<file path="config.mk">
export PLATFORM = sky130hd
export DESIGN_NAME = solar_surplus_heater_controller
export DESIGN_NICKNAME = d
export VERILOG_FILES = /design/src/hw/rtl/ssh_pkg.sv /design/src/hw/rtl/solar_surplus_heater_controller.sv /design/src/hw/rtl/ssh_ring_avg.sv /design/src/hw/rtl/ssh_ctrl.sv
export SDC_FILE = /design/constraint.sdc
export NUM_CORES = 2
export LEC_CHECK = 0
export BUFFER_PORTS_ARGS = -buffer_cell sky130_fd_sc_hd__buf_4
export CAP_MARGIN = 40
export CORE_ASPECT_RATIO = 0.6
export CORE_MARGIN = 2
export CORE_UTILIZATION = 45
export CTS_CLUSTER_DIAMETER = 50
export DETAILED_ROUTE_END_ITERATION = 7
export PLACE_DENSITY_LB_ADDON = 0.08
export RECOVER_POWER = 50
export SLEW_MARGIN = 20
export SYNTH_ARGS = -nofsm -noshare
export SYNTH_HDL_FRONTEND = slang
export SYNTH_SLANG_ARGS = --single-unit
</file>
<file path="constraint.sdc">
create_clock -name aclk -period 13.5 [get_ports aclk]
set_input_delay 0.675 -clock aclk [delete_from_list [all_inputs] [get_ports aclk]]
set_output_delay 0.675 -clock aclk [all_outputs]
set_load 0.02 [all_outputs]
</file>
<file path="src/hw/rtl/ssh_pkg.sv">
`timescale 1ns / 1ps
// ----------------------------------------------------------------------------
// ssh_pkg: shared types and constants of the solar surplus heater controller
// Command and mode codes, register indexes, reset values and the structs that
// pass between the ring averager, the control unit and the top level.
// ----------------------------------------------------------------------------
package ssh_pkg;

    // Item commands
    localparam logic [1:0] CMD_SAMPLE = 2'd0;
    localparam logic [1:0] CMD_TICK   = 2'd1;
    localparam logic [1:0] CMD_BUTTON = 2'd2;

    // Mode codes reported with each result
    localparam logic [2:0] MODE_HEAT    = 3'd0;
    localparam logic [2:0] MODE_TARIFF  = 3'd1;
    localparam logic [2:0] MODE_SUNNY   = 3'd2;
    localparam logic [2:0] MODE_FORCED  = 3'd3;
    localparam logic [2:0] MODE_TEMP_OK = 3'd4;
    localparam logic [2:0] MODE_MANUAL  = 3'd5;
    localparam logic [2:0] MODE_IDLE    = 3'd6;
    localparam logic [2:0] MODE_FULL    = 3'd7;

    // Configuration register indexes
    localparam logic [2:0] REG_FORCE_TEMP    = 3'd0;
    localparam logic [2:0] REG_RELEASE_TEMP  = 3'd1;
    localparam logic [2:0] REG_SUNNY_LIMIT   = 3'd2;
    localparam logic [2:0] REG_FORCED_LEVEL  = 3'd3;
    localparam logic [2:0] REG_FORBID        = 3'd4;
    localparam logic [2:0] REG_FORCE_DELAY   = 3'd5;
    localparam logic [2:0] REG_FORCE_LENGTH  = 3'd6;
    localparam logic [2:0] REG_MANUAL_LENGTH = 3'd7;

    localparam int CFG_IDX_W  = 3;
    localparam int CFG_DATA_W = 19;

    // Register reset values
    localparam logic signed [18:0] FORCE_TEMP_RST    = 19'sd4000;
    localparam logic signed [18:0] RELEASE_TEMP_RST  = 19'sd4500;
    localparam logic [15:0]        SUNNY_LIMIT_RST   = 16'd750;
    localparam logic [7:0]         FORCED_LEVEL_RST  = 8'd190;
    localparam logic [17:0]        FORCE_DELAY_RST   = 18'd252000;
    localparam logic [16:0]        FORCE_LENGTH_RST  = 17'd108000;
    localparam logic [15:0]        MANUAL_LENGTH_RST = 16'd36000;

    // Level ramp constants
    localparam logic [7:0] LVL_STEP_DOWN = 8'd25;
    localparam logic [7:0] LVL_STEP_UP   = 8'd10;
    localparam logic [7:0] LVL_UP_LIMIT  = 8'd245;
    localparam logic [7:0] LVL_MAX       = 8'd255;

    // Manual activation ends once the countdown is below this
    localparam logic [15:0] MANUAL_END = 16'd10;

    typedef struct packed {
        logic signed [18:0] force_temp;
        logic signed [18:0] release_temp;
        logic [15:0]        sunny_limit;
        logic [7:0]         forced_level;
        logic               forbid;
        logic [17:0]        force_delay;
        logic [16:0]        force_length;
        logic [15:0]        manual_length;
    } ssh_cfg_t;

    typedef struct packed {
        logic        point;     // this sample lands on an averaging point
        logic [15:0] solar;
        logic [15:0] home;
    } ssh_avg_t;

    typedef struct packed {
        logic [7:0]  drive_level;
        logic [2:0]  mode_code;
        logic [15:0] avg_solar;
        logic [15:0] avg_home;
        logic        forcing;
    } ssh_result_t;

endpackage

</file>
<file path="src/hw/rtl/solar_surplus_heater_controller.sv">
`timescale 1ns / 1ps
// ----------------------------------------------------------------------------
// solar_surplus_heater_controller: heater drive level from solar surplus
// Usage:
//  s_* channel takes one item per cycle while m_* is not stalled: a sample
//  (readings, temperature, tariff input), a timer tick or a button release,
//  selected by s_command. m_* channel gives one result for each sample that
//  completes half a ring: drive level, mode code, the two averages and the
//  forcing flag. Ticks, buttons and other samples give no result.
//  An accepted item waits in the input register until the result register
//  is free or being emptied; it is then processed and its result is
//  registered onto m_*.
//  Throughput: one item per cycle unless m_* stalls; the input and result
//  registers each hold one item, and the single-pass decision logic between
//  them (ring update, reciprocal multiply, rules) sets the cycle time.
//  When m_ready is low with a result waiting, an empty input register still
//  takes one item, then s_ready stays low until the result is taken.
//  Reset: rings and sums read as zero, level and forcing cleared, timers at
//  their default counts, registers at defaults. No clearing pass is needed.
//  cfg_wr_en writes cfg_wdata to register cfg_index; write only while no
//  item is in flight.
// ----------------------------------------------------------------------------
module solar_surplus_heater_controller import ssh_pkg::*; #(
    parameter int RING_DEPTH = 20
) (
    input  logic                  aclk,
    input  logic                  aresetn,
    input  logic                  s_valid,
    output logic                  s_ready,
    input  logic [1:0]            s_command,
    input  logic [9:0]            s_solar_raw,
    input  logic [9:0]            s_home_raw,
    input  logic signed [18:0]    s_temp_centi,
    input  logic                  s_tariff_pin,
    output logic                  m_valid,
    input  logic                  m_ready,
    output logic [7:0]            m_drive_level,
    output logic [2:0]            m_mode_code,
    output logic [15:0]           m_avg_solar,
    output logic [15:0]           m_avg_home,
    output logic                  m_forcing,
    input  logic                  cfg_wr_en,
    input  logic [CFG_IDX_W-1:0]  cfg_index,
    input  logic [CFG_DATA_W-1:0] cfg_wdata
);

    ssh_cfg_t           cfg_reg;
    logic               in_valid_reg;
    logic [1:0]         cmd_reg;
    logic [9:0]         solar_reg;
    logic [9:0]         home_reg;
    logic signed [18:0] temp_reg;
    logic               tariff_reg;
    logic               out_valid_reg, out_valid_next;
    ssh_result_t        out_reg;
    logic               step;
    logic               res_valid;
    ssh_result_t        res;
    ssh_avg_t           avg;

    // Process the held item when the result slot is free or being emptied
    assign step    = in_valid_reg && (!out_valid_reg || m_ready);
    assign s_ready = !in_valid_reg || step;

    // Configuration registers
    always_ff @(posedge aclk) begin
        if (!aresetn) begin
            cfg_reg.force_temp    <= FORCE_TEMP_RST;
            cfg_reg.release_temp  <= RELEASE_TEMP_RST;
            cfg_reg.sunny_limit   <= SUNNY_LIMIT_RST;
            cfg_reg.forced_level  <= FORCED_LEVEL_RST;
            cfg_reg.forbid        <= 1'b0;
            cfg_reg.force_delay   <= FORCE_DELAY_RST;
            cfg_reg.force_length  <= FORCE_LENGTH_RST;
            cfg_reg.manual_length <= MANUAL_LENGTH_RST;
        end else if (cfg_wr_en) begin
            case (cfg_index)
                REG_FORCE_TEMP:    cfg_reg.force_temp    <= $signed(cfg_wdata);
                REG_RELEASE_TEMP:  cfg_reg.release_temp  <= $signed(cfg_wdata);
                REG_SUNNY_LIMIT:   cfg_reg.sunny_limit   <= cfg_wdata[15:0];
                REG_FORCED_LEVEL:  cfg_reg.forced_level  <= cfg_wdata[7:0];
                REG_FORBID:        cfg_reg.forbid        <= cfg_wdata[0];
                REG_FORCE_DELAY:   cfg_reg.force_delay   <= cfg_wdata[17:0];
                REG_FORCE_LENGTH:  cfg_reg.force_length  <= cfg_wdata[16:0];
                REG_MANUAL_LENGTH: cfg_reg.manual_length <= cfg_wdata[15:0];
                default: begin
                end
            endcase
        end
    end

    // Input register: hold the item until it is processed
    always_ff @(posedge aclk) begin
        if (!aresetn) begin
            in_valid_reg <= 1'b0;
        end else if (s_ready) begin
            in_valid_reg <= s_valid;
        end
    end

    always_ff @(posedge aclk) begin
        if (s_valid && s_ready) begin
            cmd_reg    <= s_command;
            solar_reg  <= s_solar_raw;
            home_reg   <= s_home_raw;
            temp_reg   <= s_temp_centi;
            tariff_reg <= s_tariff_pin;
        end
    end

    ssh_ring_avg #(
        .RING_DEPTH (RING_DEPTH)
    ) u_ring_avg (
        .aclk      (aclk),
        .aresetn   (aresetn),
        .wr_en     (step && cmd_reg == CMD_SAMPLE),
        .solar_raw (solar_reg),
        .home_raw  (home_reg),
        .avg       (avg)
    );

    ssh_ctrl u_ctrl (
        .aclk       (aclk),
        .aresetn    (aresetn),
        .step       (step),
        .command    (cmd_reg),
        .temp_centi (temp_reg),
        .tariff_pin (tariff_reg),
        .cfg        (cfg_reg),
        .avg        (avg),
        .res_valid  (res_valid),
        .res        (res)
    );

    // Result register
    assign out_valid_next = step ? res_valid : (out_valid_reg && !m_ready);

    always_ff @(posedge aclk) begin
        if (!aresetn) begin
            out_valid_reg <= 1'b0;
        end else begin
            out_valid_reg <= out_valid_next;
        end
    end

    always_ff @(posedge aclk) begin
        if (step && res_valid) begin
            out_reg <= res;
        end
    end

    assign m_valid       = out_valid_reg;
    assign m_drive_level = out_reg.drive_level;
    assign m_mode_code   = out_reg.mode_code;
    assign m_avg_solar   = out_reg.avg_solar;
    assign m_avg_home    = out_reg.avg_home;
    assign m_forcing     = out_reg.forcing;

`ifndef SYNTHESIS
    // Forced heating never ramps, so it never reports idle or full
    a_forced_no_ramp: assert property (@(posedge aclk) disable iff (!aresetn)
        out_valid_reg && out_reg.forcing |->
            out_reg.mode_code != MODE_IDLE && out_reg.mode_code != MODE_FULL)
        else $error("forced result reports a ramp mode");

    // Manual activation always leaves forcing set
    a_manual_forces: assert property (@(posedge aclk) disable iff (!aresetn)
        out_valid_reg && out_reg.mode_code == MODE_MANUAL |-> out_reg.forcing)
        else $error("manual mode without forcing");

    // Cancel modes always leave forcing clear
    a_cancel_clears: assert property (@(posedge aclk) disable iff (!aresetn)
        out_valid_reg && (out_reg.mode_code == MODE_TARIFF ||
            out_reg.mode_code == MODE_SUNNY || out_reg.mode_code == MODE_TEMP_OK)
            |-> !out_reg.forcing)
        else $error("cancel mode with forcing set");

    // A waiting result blocks processing of the held item
    a_stall_holds: assert property (@(posedge aclk) disable iff (!aresetn)
        out_valid_reg && !m_ready |-> !step)
        else $error("item processed while result stalled");
`endif

endmodule

</file>
<file path="src/hw/rtl/ssh_ring_avg.sv">
`timescale 1ns / 1ps
// ----------------------------------------------------------------------------
// ssh_ring_avg: solar and home reading rings with running sums
// Stores scaled readings in two rings, keeps their sums and gives the averages
// of the sums after the current sample, with a flag on averaging points.
// ----------------------------------------------------------------------------
module ssh_ring_avg import ssh_pkg::*; #(
    parameter int RING_DEPTH = 20
) (
    input  logic       aclk,
    input  logic       aresetn,
    input  logic       wr_en,
    input  logic [9:0] solar_raw,
    input  logic [9:0] home_raw,
    output ssh_avg_t   avg
);

    localparam int IDX_W  = $clog2(RING_DEPTH);
    localparam int SUM_W  = 16 + IDX_W;
    localparam int SHIFT  = SUM_W + IDX_W;
    localparam int PROD_W = 2 * SUM_W + 1;
    localparam longint unsigned RECIP_L =
        ((longint'(1) << SHIFT) + longint'(RING_DEPTH) - 1) / longint'(RING_DEPTH);
    localparam logic [SUM_W:0] RECIP = RECIP_L[SUM_W:0];
    localparam logic [IDX_W-1:0] IDX_LAST = IDX_W'(RING_DEPTH - 1);
    localparam logic [IDX_W-1:0] IDX_HALF = IDX_W'(RING_DEPTH / 2);
    localparam logic [IDX_W-1:0] IDX_ONE  = IDX_W'(1);

    logic [15:0] solar_mem [RING_DEPTH];
    logic [15:0] home_mem  [RING_DEPTH];

    logic [IDX_W-1:0] idx_reg, idx_next;
    logic             filled_reg;
    logic [SUM_W-1:0] solar_sum_reg, solar_sum_next;
    logic [SUM_W-1:0] home_sum_reg, home_sum_next;
    logic [15:0]      solar_rd_reg, home_rd_reg;
    logic [15:0]      solar_scaled, home_scaled;
    logic [15:0]      solar_old, home_old;
    logic [PROD_W-1:0] solar_prod, home_prod;

    assign solar_scaled = {solar_raw, 6'b0};
    assign home_scaled  = {home_raw, 6'b0};

    // Advance the write index, wrapping at the ring end
    always_comb begin
        idx_next = idx_reg;
        if (wr_en) begin
            idx_next = (idx_reg == IDX_LAST) ? '0 : idx_reg + IDX_ONE;
        end
    end

    // Entries not yet written since reset read as zero
    assign solar_old = filled_reg ? solar_rd_reg : 16'd0;
    assign home_old  = filled_reg ? home_rd_reg : 16'd0;

    assign solar_sum_next = solar_sum_reg - SUM_W'(solar_old) + SUM_W'(solar_scaled);
    assign home_sum_next  = home_sum_reg - SUM_W'(home_old) + SUM_W'(home_scaled);

    // Divide by the ring depth as a multiply by its reciprocal
    assign solar_prod = PROD_W'(solar_sum_next) * PROD_W'(RECIP);
    assign home_prod  = PROD_W'(home_sum_next) * PROD_W'(RECIP);

    assign avg.point = wr_en && (idx_next == '0 || idx_next == IDX_HALF);
    assign avg.solar = solar_prod[SHIFT +: 16];
    assign avg.home  = home_prod[SHIFT +: 16];

    // Control state: index, fill flag and sums
    always_ff @(posedge aclk) begin
        if (!aresetn) begin
            idx_reg       <= '0;
            filled_reg    <= 1'b0;
            solar_sum_reg <= '0;
            home_sum_reg  <= '0;
        end else if (wr_en) begin
            idx_reg       <= idx_next;
            solar_sum_reg <= solar_sum_next;
            home_sum_reg  <= home_sum_next;
            if (idx_reg == IDX_LAST) begin
                filled_reg <= 1'b1;
            end
        end
    end

    // Write the new reading; prefetch the entry that the next sample replaces
    always_ff @(posedge aclk) begin
        if (wr_en) begin
            solar_mem[idx_reg] <= solar_scaled;
            home_mem[idx_reg]  <= home_scaled;
        end
        solar_rd_reg <= solar_mem[idx_next];
        home_rd_reg  <= home_mem[idx_next];
    end

endmodule

</file>
<file path="src/hw/rtl/ssh_ctrl.sv">
`timescale 1ns / 1ps
// ----------------------------------------------------------------------------
// ssh_ctrl: heater level decision and timers
// Runs the forcing, sunny, tariff, forbid and manual rules on averaging
// samples and ramps the level; ticks count timers down, a button arms manual.
// ----------------------------------------------------------------------------
module ssh_ctrl import ssh_pkg::*; (
    input  logic               aclk,
    input  logic               aresetn,
    input  logic               step,
    input  logic [1:0]         command,
    input  logic signed [18:0] temp_centi,
    input  logic               tariff_pin,
    input  ssh_cfg_t           cfg,
    input  ssh_avg_t           avg,
    output logic               res_valid,
    output ssh_result_t        res
);

    logic [7:0]  level_reg, level_next;
    logic        forced_reg, forced_next;
    logic [17:0] delay_reg, delay_next;
    logic [16:0] length_reg, length_next;
    logic [15:0] manual_reg, manual_next;
    logic [2:0]  mode;

    always_comb begin
        level_next  = level_reg;
        forced_next = forced_reg;
        delay_next  = delay_reg;
        length_next = length_reg;
        manual_next = manual_reg;
        mode        = MODE_HEAT;
        res_valid   = 1'b0;
        case (command)
            CMD_TICK: begin
                if (manual_reg != 16'd0) begin
                    manual_next = manual_reg - 16'd1;
                end
                if (forced_reg) begin
                    if (delay_reg != 18'd0) begin
                        delay_next = delay_reg - 18'd1;
                    end
                    if (length_reg != 17'd0) begin
                        length_next = length_reg - 17'd1;
                    end
                end
            end
            CMD_BUTTON: begin
                manual_next = cfg.manual_length;
            end
            CMD_SAMPLE: begin
                if (avg.point) begin
                    res_valid = 1'b1;
                    // Forced heating by temperature
                    if (temp_centi < cfg.force_temp) begin
                        forced_next = 1'b1;
                        mode        = MODE_FORCED;
                    end else if (temp_centi > cfg.release_temp && forced_reg) begin
                        forced_next = 1'b0;
                        level_next  = 8'd0;
                        mode        = MODE_TEMP_OK;
                    end
                    // Sunny day cancels forcing
                    if (avg.solar > cfg.sunny_limit) begin
                        forced_next = 1'b0;
                        mode        = MODE_SUNNY;
                        delay_next  = cfg.force_delay;
                    end
                    // Peak tariff day blocks forcing
                    if (!tariff_pin) begin
                        forced_next = 1'b0;
                        mode        = MODE_TARIFF;
                    end
                    if (cfg.forbid) begin
                        forced_next = 1'b0;
                    end
                    // Manual activation overrides all
                    if (manual_reg > 16'd1) begin
                        forced_next = 1'b1;
                        mode        = MODE_MANUAL;
                        if (manual_reg < MANUAL_END) begin
                            manual_next = 16'd0;
                        end
                    end
                    // Apply forced level or ramp
                    if (forced_next) begin
                        if (delay_next == 18'd0 && length_reg != 17'd0) begin
                            level_next = cfg.forced_level;
                        end
                        if (length_reg == 17'd0) begin
                            delay_next  = cfg.force_delay;
                            length_next = cfg.force_length;
                        end
                    end else if (avg.solar < avg.home) begin
                        if (level_next > LVL_STEP_DOWN) begin
                            level_next = level_next - LVL_STEP_DOWN;
                        end else begin
                            level_next = 8'd0;
                            mode       = MODE_IDLE;
                        end
                    end else begin
                        if (level_next < LVL_UP_LIMIT) begin
                            level_next = level_next + LVL_STEP_UP;
                        end else begin
                            level_next = LVL_MAX;
                            mode       = MODE_FULL;
                        end
                    end
                end
            end
            default: begin
                // Unknown command: drop it
            end
        endcase
    end

    assign res.drive_level = level_next;
    assign res.mode_code   = mode;
    assign res.avg_solar   = avg.solar;
    assign res.avg_home    = avg.home;
    assign res.forcing     = forced_next;

    always_ff @(posedge aclk) begin
        if (!aresetn) begin
            level_reg  <= 8'd0;
            forced_reg <= 1'b0;
            delay_reg  <= FORCE_DELAY_RST;
            length_reg <= FORCE_LENGTH_RST;
            manual_reg <= 16'd0;
        end else if (step) begin
            level_reg  <= level_next;
            forced_reg <= forced_next;
            delay_reg  <= delay_next;
            length_reg <= length_next;
            manual_reg <= manual_next;
        end
    end

endmodule

</file>
After elaboration in Yosys (flattened, before gate mapping)
Memories as Yosys holds them, arrays and structs flattened. A register that Yosys moved wholly into a read port is not among the register bits.
Index checks and enable logic that the tools add are counted.
- output and inout port bits: 46
- memories kept: 2
- logic and storage cells: 169
- register bits: 342
- bits of input ports: 69
- RAM bits: 400
- memories (name ; words ; bits a word ; read ports ; clocked after memory_dff ; write ports ; RTL line ; text):
    u_ring_avg.home_mem ; 20 ; 10 ; 1 ; 1 ; 1 ; ssh_ring_avg.sv:30 ; logic [15:0] home_mem [RING_DEPTH];
    u_ring_avg.solar_mem ; 20 ; 10 ; 1 ; 1 ; 1 ; ssh_ring_avg.sv:29 ; logic [15:0] solar_mem [RING_DEPTH];
- add/sub/neg operators: 10
- $mul: 2
- reductions and logical operators: 37
- multiplexer cells: 59
- equality and inequality tests: 20
- magnitude comparators: 8
- operators by type and width (cell ; number):
    $mux W18 ; 8
    $mux W16 ; 6
    $mux W8 ; 11
    $mux W17 ; 5
    $mul A21 B20 Y40 const B ; 2
    $pmux W16 S3 ; 1
    $add A21 B16 Y21 ; 2
    $sub A21 B16 Y21 ; 2
    $pmux W18 S2 ; 1
    $pmux W17 S2 ; 1
    $mux W3 ; 9
    $reduce_and A2 Y1 ; 10
    $gt A19 B19 Y1 ; 1
    $lt A19 B19 Y1 ; 1
    $logic_not A18 Y1 ; 1
    $reduce_bool A18 Y1 ; 1
    $sub A18 B1 Y18 const B ; 1
    $logic_not A17 Y1 ; 1
    $reduce_bool A17 Y1 ; 1
    $sub A17 B1 Y17 const B ; 1
    $gt A16 B1 Y1 const B ; 1
    $gt A16 B16 Y1 ; 1
    $lt A16 B16 Y1 ; 1
    $lt A16 B4 Y1 const B ; 1
    other kinds (29) ; 66

Longest topological paths before layout
- word-level depth: 16
- depth in mapped cells: 49
- mapped depth without buffers: 47

Cells and area by module
Synthesis repeated with hierarchy kept, for this count alone.
- cells, all modules: 4135
- area total of the unflattened synthesis: 47852.1 µm²
- modules (own cells, without submodules) (module ; instances ; area each (µm²) ; cells an instance ; seq. area each (µm²)):
    ssh_ring_avg ; 1 ; 34137.7 ; 2688 ; 13252.7
    solar_surplus_heater_controller ; 1 ; 7111.8 ; 522 ; 4904.7
    ssh_ctrl ; 1 ; 6602.6 ; 925 ; 1201.2

Worst setup path before layout
Ideal clock, no wire load.
- path kind: reg2reg
- start point: register home_reg[4]
- end point: register out_reg (netlist bit m_drive_level[3]), data pin
- data required time: 13.342 ns
- setup time: 0.158 ns
- data arrival time: 11.150 ns
- stages on the path, launching flop included: 46
- setup slack: 2.192 ns
- path buffers: 0
- period minus slack after synthesis: 11.308 ns
- path through: edfxtp_1 > inv_1 > fa_1 > inv_1 > ha_1 > a2111o_1 > inv_1 > o31a_1 > a31oi_1 > or2_1 > and4_1 > a2111oi_1 > xnor2_1 > xnor2_1 > ha_1 > inv_1 > fa_1 > inv_1 > [10 not listed] > a221oi_2 > a2111oi_1 > a2111oi_2 > nor3_1 > nor2_1 > o21bai_1 > xnor2_1 > ha_1 > a21o_1 > a21o_1 > a21o_1 > a21o_1 > a211oi_1 > o21a_1 > o21ai_0 > or4_1 > or3_1 > o211ai_1
- RTL lines (element ; RTL line ; text):
    start: declaration ; solar_surplus_heater_controller.sv:51 ; logic [9:0] home_reg;
    start signal: assignment ; solar_surplus_heater_controller.sv:105 ; home_reg <= s_home_raw;
    end signal: assignment ; solar_surplus_heater_controller.sv:148 ; out_reg <= res;
    end: declaration ; solar_surplus_heater_controller.sv:55 ; ssh_result_t out_reg;

==> results by group <==
Drt
  • Top layer in use: met4
  • WL per Instance: 22.1 um
  • Final wirelength: 125000 um
  • DRT antenna net count: 0
  • Initial DRC Count: 2749
  • Via-to-Cell Ratio: 5.39
  • Met1 wire length: roughly 65000 um
  • Met3 wire length: 9870 um
  • Drt pass-1 iters: 6
  • Via count: 30.6k
  • DRC Markers: 0
  • Routed wl met2: 48500 um

Synth
  • Syn_area_per_cell: 11.3 sq um
  • Post-synthesis sequential area ratio: 42.3%
  • Largest family of logic cells by synthesized area: adder cells
  • Post-Synth XOR/XNOR Area: 1.55%
  • Synth Area in Compound Gates: 8.44%
  • Top post-synthesis cells by area: edfxtp_1, fa_1, ha_1
  • Synth Register Bits: 724
  • Adder-Cell Fraction of Synth Area: 26.5%
  • Yosys cell types: 88
  • Synth area leader: edfxtp_1
  • Synth top area share: about a third
  • Async SR Flop Fraction: 0%
  • Mapped Cells: 4044
  • Mux share of post-synthesis cell area: 5.51%
  • Ys Warns: 0
  • Simple-Gate Fraction of Synth Area: 9.34%
  • Mapped Area: 45800 sq um
  • Ys flop type: edfxtp_1
  • Post-synth EDFFs: a little under 500

STA
  • Final Hold Fails: 0
  • Setup_tns: 0 ps
  • Min Tclk post-route: 12660 ps
  • Worst slew pin tran: 2780 ps
  • RSZ-0062 raised after global routing: false
  • Clock skew: 28.1 ps
  • FMAX: 79.0 MHz
  • Final Cycle Share: 93.8%
  • Fin. max-slew vios: 242
  • # setup viols final: 0
  • Max-slew headroom: -85.5%

Global routing
  • Total grt overflow: 0
  • Pin count of the biggest net entering global routing: 102
  • Vias in the first global route: 29.5k
  • GRT Util Overall: between 20% and 30%
  • Initial antenna violation count: 0
  • First-pass GRT wire length: 190000 um

Die
  • Die height: ~250 um
  • Site Rows: 90
  • Die area: 104000 sq um
  • Core area: 101000 sq um
  • Die width: 416 um
  • Starting Density: between 40% and 50%
  • Io pins: 115

Clocking
  • Clock transition at path regs: 60 ps
  • Root Buffer: clkbuf_16
  • Clk sinks: 724
  • CTS tree: built
  • CTS H-tree depth: 3
  • Clock insertion delay at the later pin of the skew report: 680 ps
  • # hold bufs at CTS: 0
  • CTS buffer count: 81
  • Max clock buf depth: 3

Status
  • Failing checks: capacitance limit, slew limit
  • Status: complete, but fails checks

Final layout
  • Layout cell share with drive strength beyond 1: 10.6%
  • Most frequent cells in the layout: inv_1, edfxtp_1, ha_1
  • P&R area growth vs syn: 12.6%
  • # fillers: 9066
  • # diodes: 0
  • Layout Nets: 5126
  • Commonest non-fill, non-tap cell in the layout: inv_1

Worst setup path
  • Worst setup EP type: flop
  • Setup crit start kind: flop
  • Cell at the slowest stage of the critical path: a2111oi_2
  • CP Data Arrival Time: 13130 ps
  • Critical path class: flop to flop
  • CP Data Required Time: 13970 ps
  • Critical path fanouts, max: 21
  • Max incr delay on CP: 650 ps

Placement
  • Routability Congestion: 0.884
  • Hpwl dp: approximately 91000 um
  • Port Buffer Count: 114

Hold path
  • Hold Crit Class: input pin to flop

Run
  • Max-Cap Viols: 6
cells in the mapped netlist (5+ instances only):
| library cell | number |
|---|---|
| a22oi_1 | 8 |
| o2111ai_1 | 11 |
| edfxtp_1 | 486 |
| inv_1 | 642 |
| xor2_1 | 28 |
| mux2i_1 | 20 |
| buf_1 | 13 |
| a21o_1 | 34 |
| nand4_1 | 16 |
| o31a_1 | 5 |
| nor3_1 | 46 |
| a221oi_1 | 9 |
| o31ai_1 | 8 |
| and2_1 | 32 |
| buf_2 | 18 |
| o21bai_1 | 9 |
| mux4_2 | 101 |
| a211o_1 | 6 |
| nor2_1 | 150 |
| fa_1 | 305 |
| and3_1 | 12 |
| nor2b_1 | 18 |
| o21a_1 | 26 |
| nand2_1 | 469 |
| dfxtp_1 | 238 |
| xnor2_1 | 53 |
| a31o_2 | 6 |
| o211ai_1 | 35 |
| nor4_1 | 18 |
| or2_2 | 10 |
| or4_1 | 6 |
| clkbuf_1 | 91 |
| or3_1 | 26 |
| a31oi_1 | 29 |
| a211oi_1 | 19 |
| a21oi_1 | 214 |
| o21ai_1 | 12 |
| a21boi_0 | 5 |
| o21ai_0 | 125 |
| nand2b_1 | 23 |
| ha_1 | 481 |
| nand3_1 | 90 |
stage by stage:
step	std cells	setup WS [ps]	hold WS [ps]	util, %	area [sq um]
6_report	5674	836	188	51.2	51500
5_1_grt	5674	20.2	167	51.2	51500
4_1_cts	5667	742	123	51.4	51800
3_5_place_dp	5515	786	447	48.6	49000
3_3_place_gp	5506	941	443	48.5	48800
2_1_floorplan	4090	2190	436	-	45900
routing by layer:
metal | GRT usage [%] | vias up
li1 | - | 14400
met1 | 40.6 | 15200
met2 | 31.3 | 938
met3 | 5.61 | 96
met4 | 4.31 | 0
met5 | 0 | -
critical path: cells and delay by family (launching register included):
kind	cells	cell delay, ps
XOR/XNOR	2	300
AO/OA/AOI/OAI	22	5260
buffers and inverters	9	1100
AND/OR/NAND/NOR	3	660
adder cells (fa/ha/maj)	11	4750
flip-flops	1	340
timing repair:
action	4_1_cts	5_1_grt
gates resized for setup	0	1
endpoints found under the setup margin	0	20
buffers inserted	0	2
cells by family (layout without fill, tap and decap cells):
family	count (synthesis)	after routing
flip-flops	724	724
multiplexers	125	125
adder cells (fa/ha/maj)	786	786
other	2	48
AO/OA/AOI/OAI	614	614
buffers and inverters	768	1018
XOR/XNOR	81	81
AND/OR/NAND/NOR	944	944
path summary, 6_finish.rpt:
kind,slack [ps],end,start,cells after the start
worst max-delay path,840,m_drive_level[2]$_DFFE_PP_,home_reg[0]$_DFFE_PP_,47
worst min-delay path,190,temp_reg[14]$_DFFE_PP_,s_temp_centi[14],1
worst max register to register,840,m_drive_level[2]$_DFFE_PP_,home_reg[0]$_DFFE_PP_,47
worst min register to register,450,cfg_reg[86]$_SDFFE_PN0P_,cfg_reg[86]$_SDFFE_PN0P_,2
area by class of cell:
| type | count | area (sq um) | area share (%) |
|---|---|---|---|
| Multi-Input combinational cell | 2598 | 23800 | 46.2 |
| Tap cell | 1334 | 1670 | 3.24 |
| Sequential cell | 724 | 19400 | 37.6 |
| Clock inverter | 53 | 617 | 1.20 |
| Inverter | 643 | 2420 | 4.69 |
| Clock buffer | 99 | 2190 | 4.24 |
| Timing Repair Buffer | 223 | 1480 | 2.88 |
Power is not shown: default switching activity piles up to over one toggle a cycle in this logic, so the estimate is an artifact.
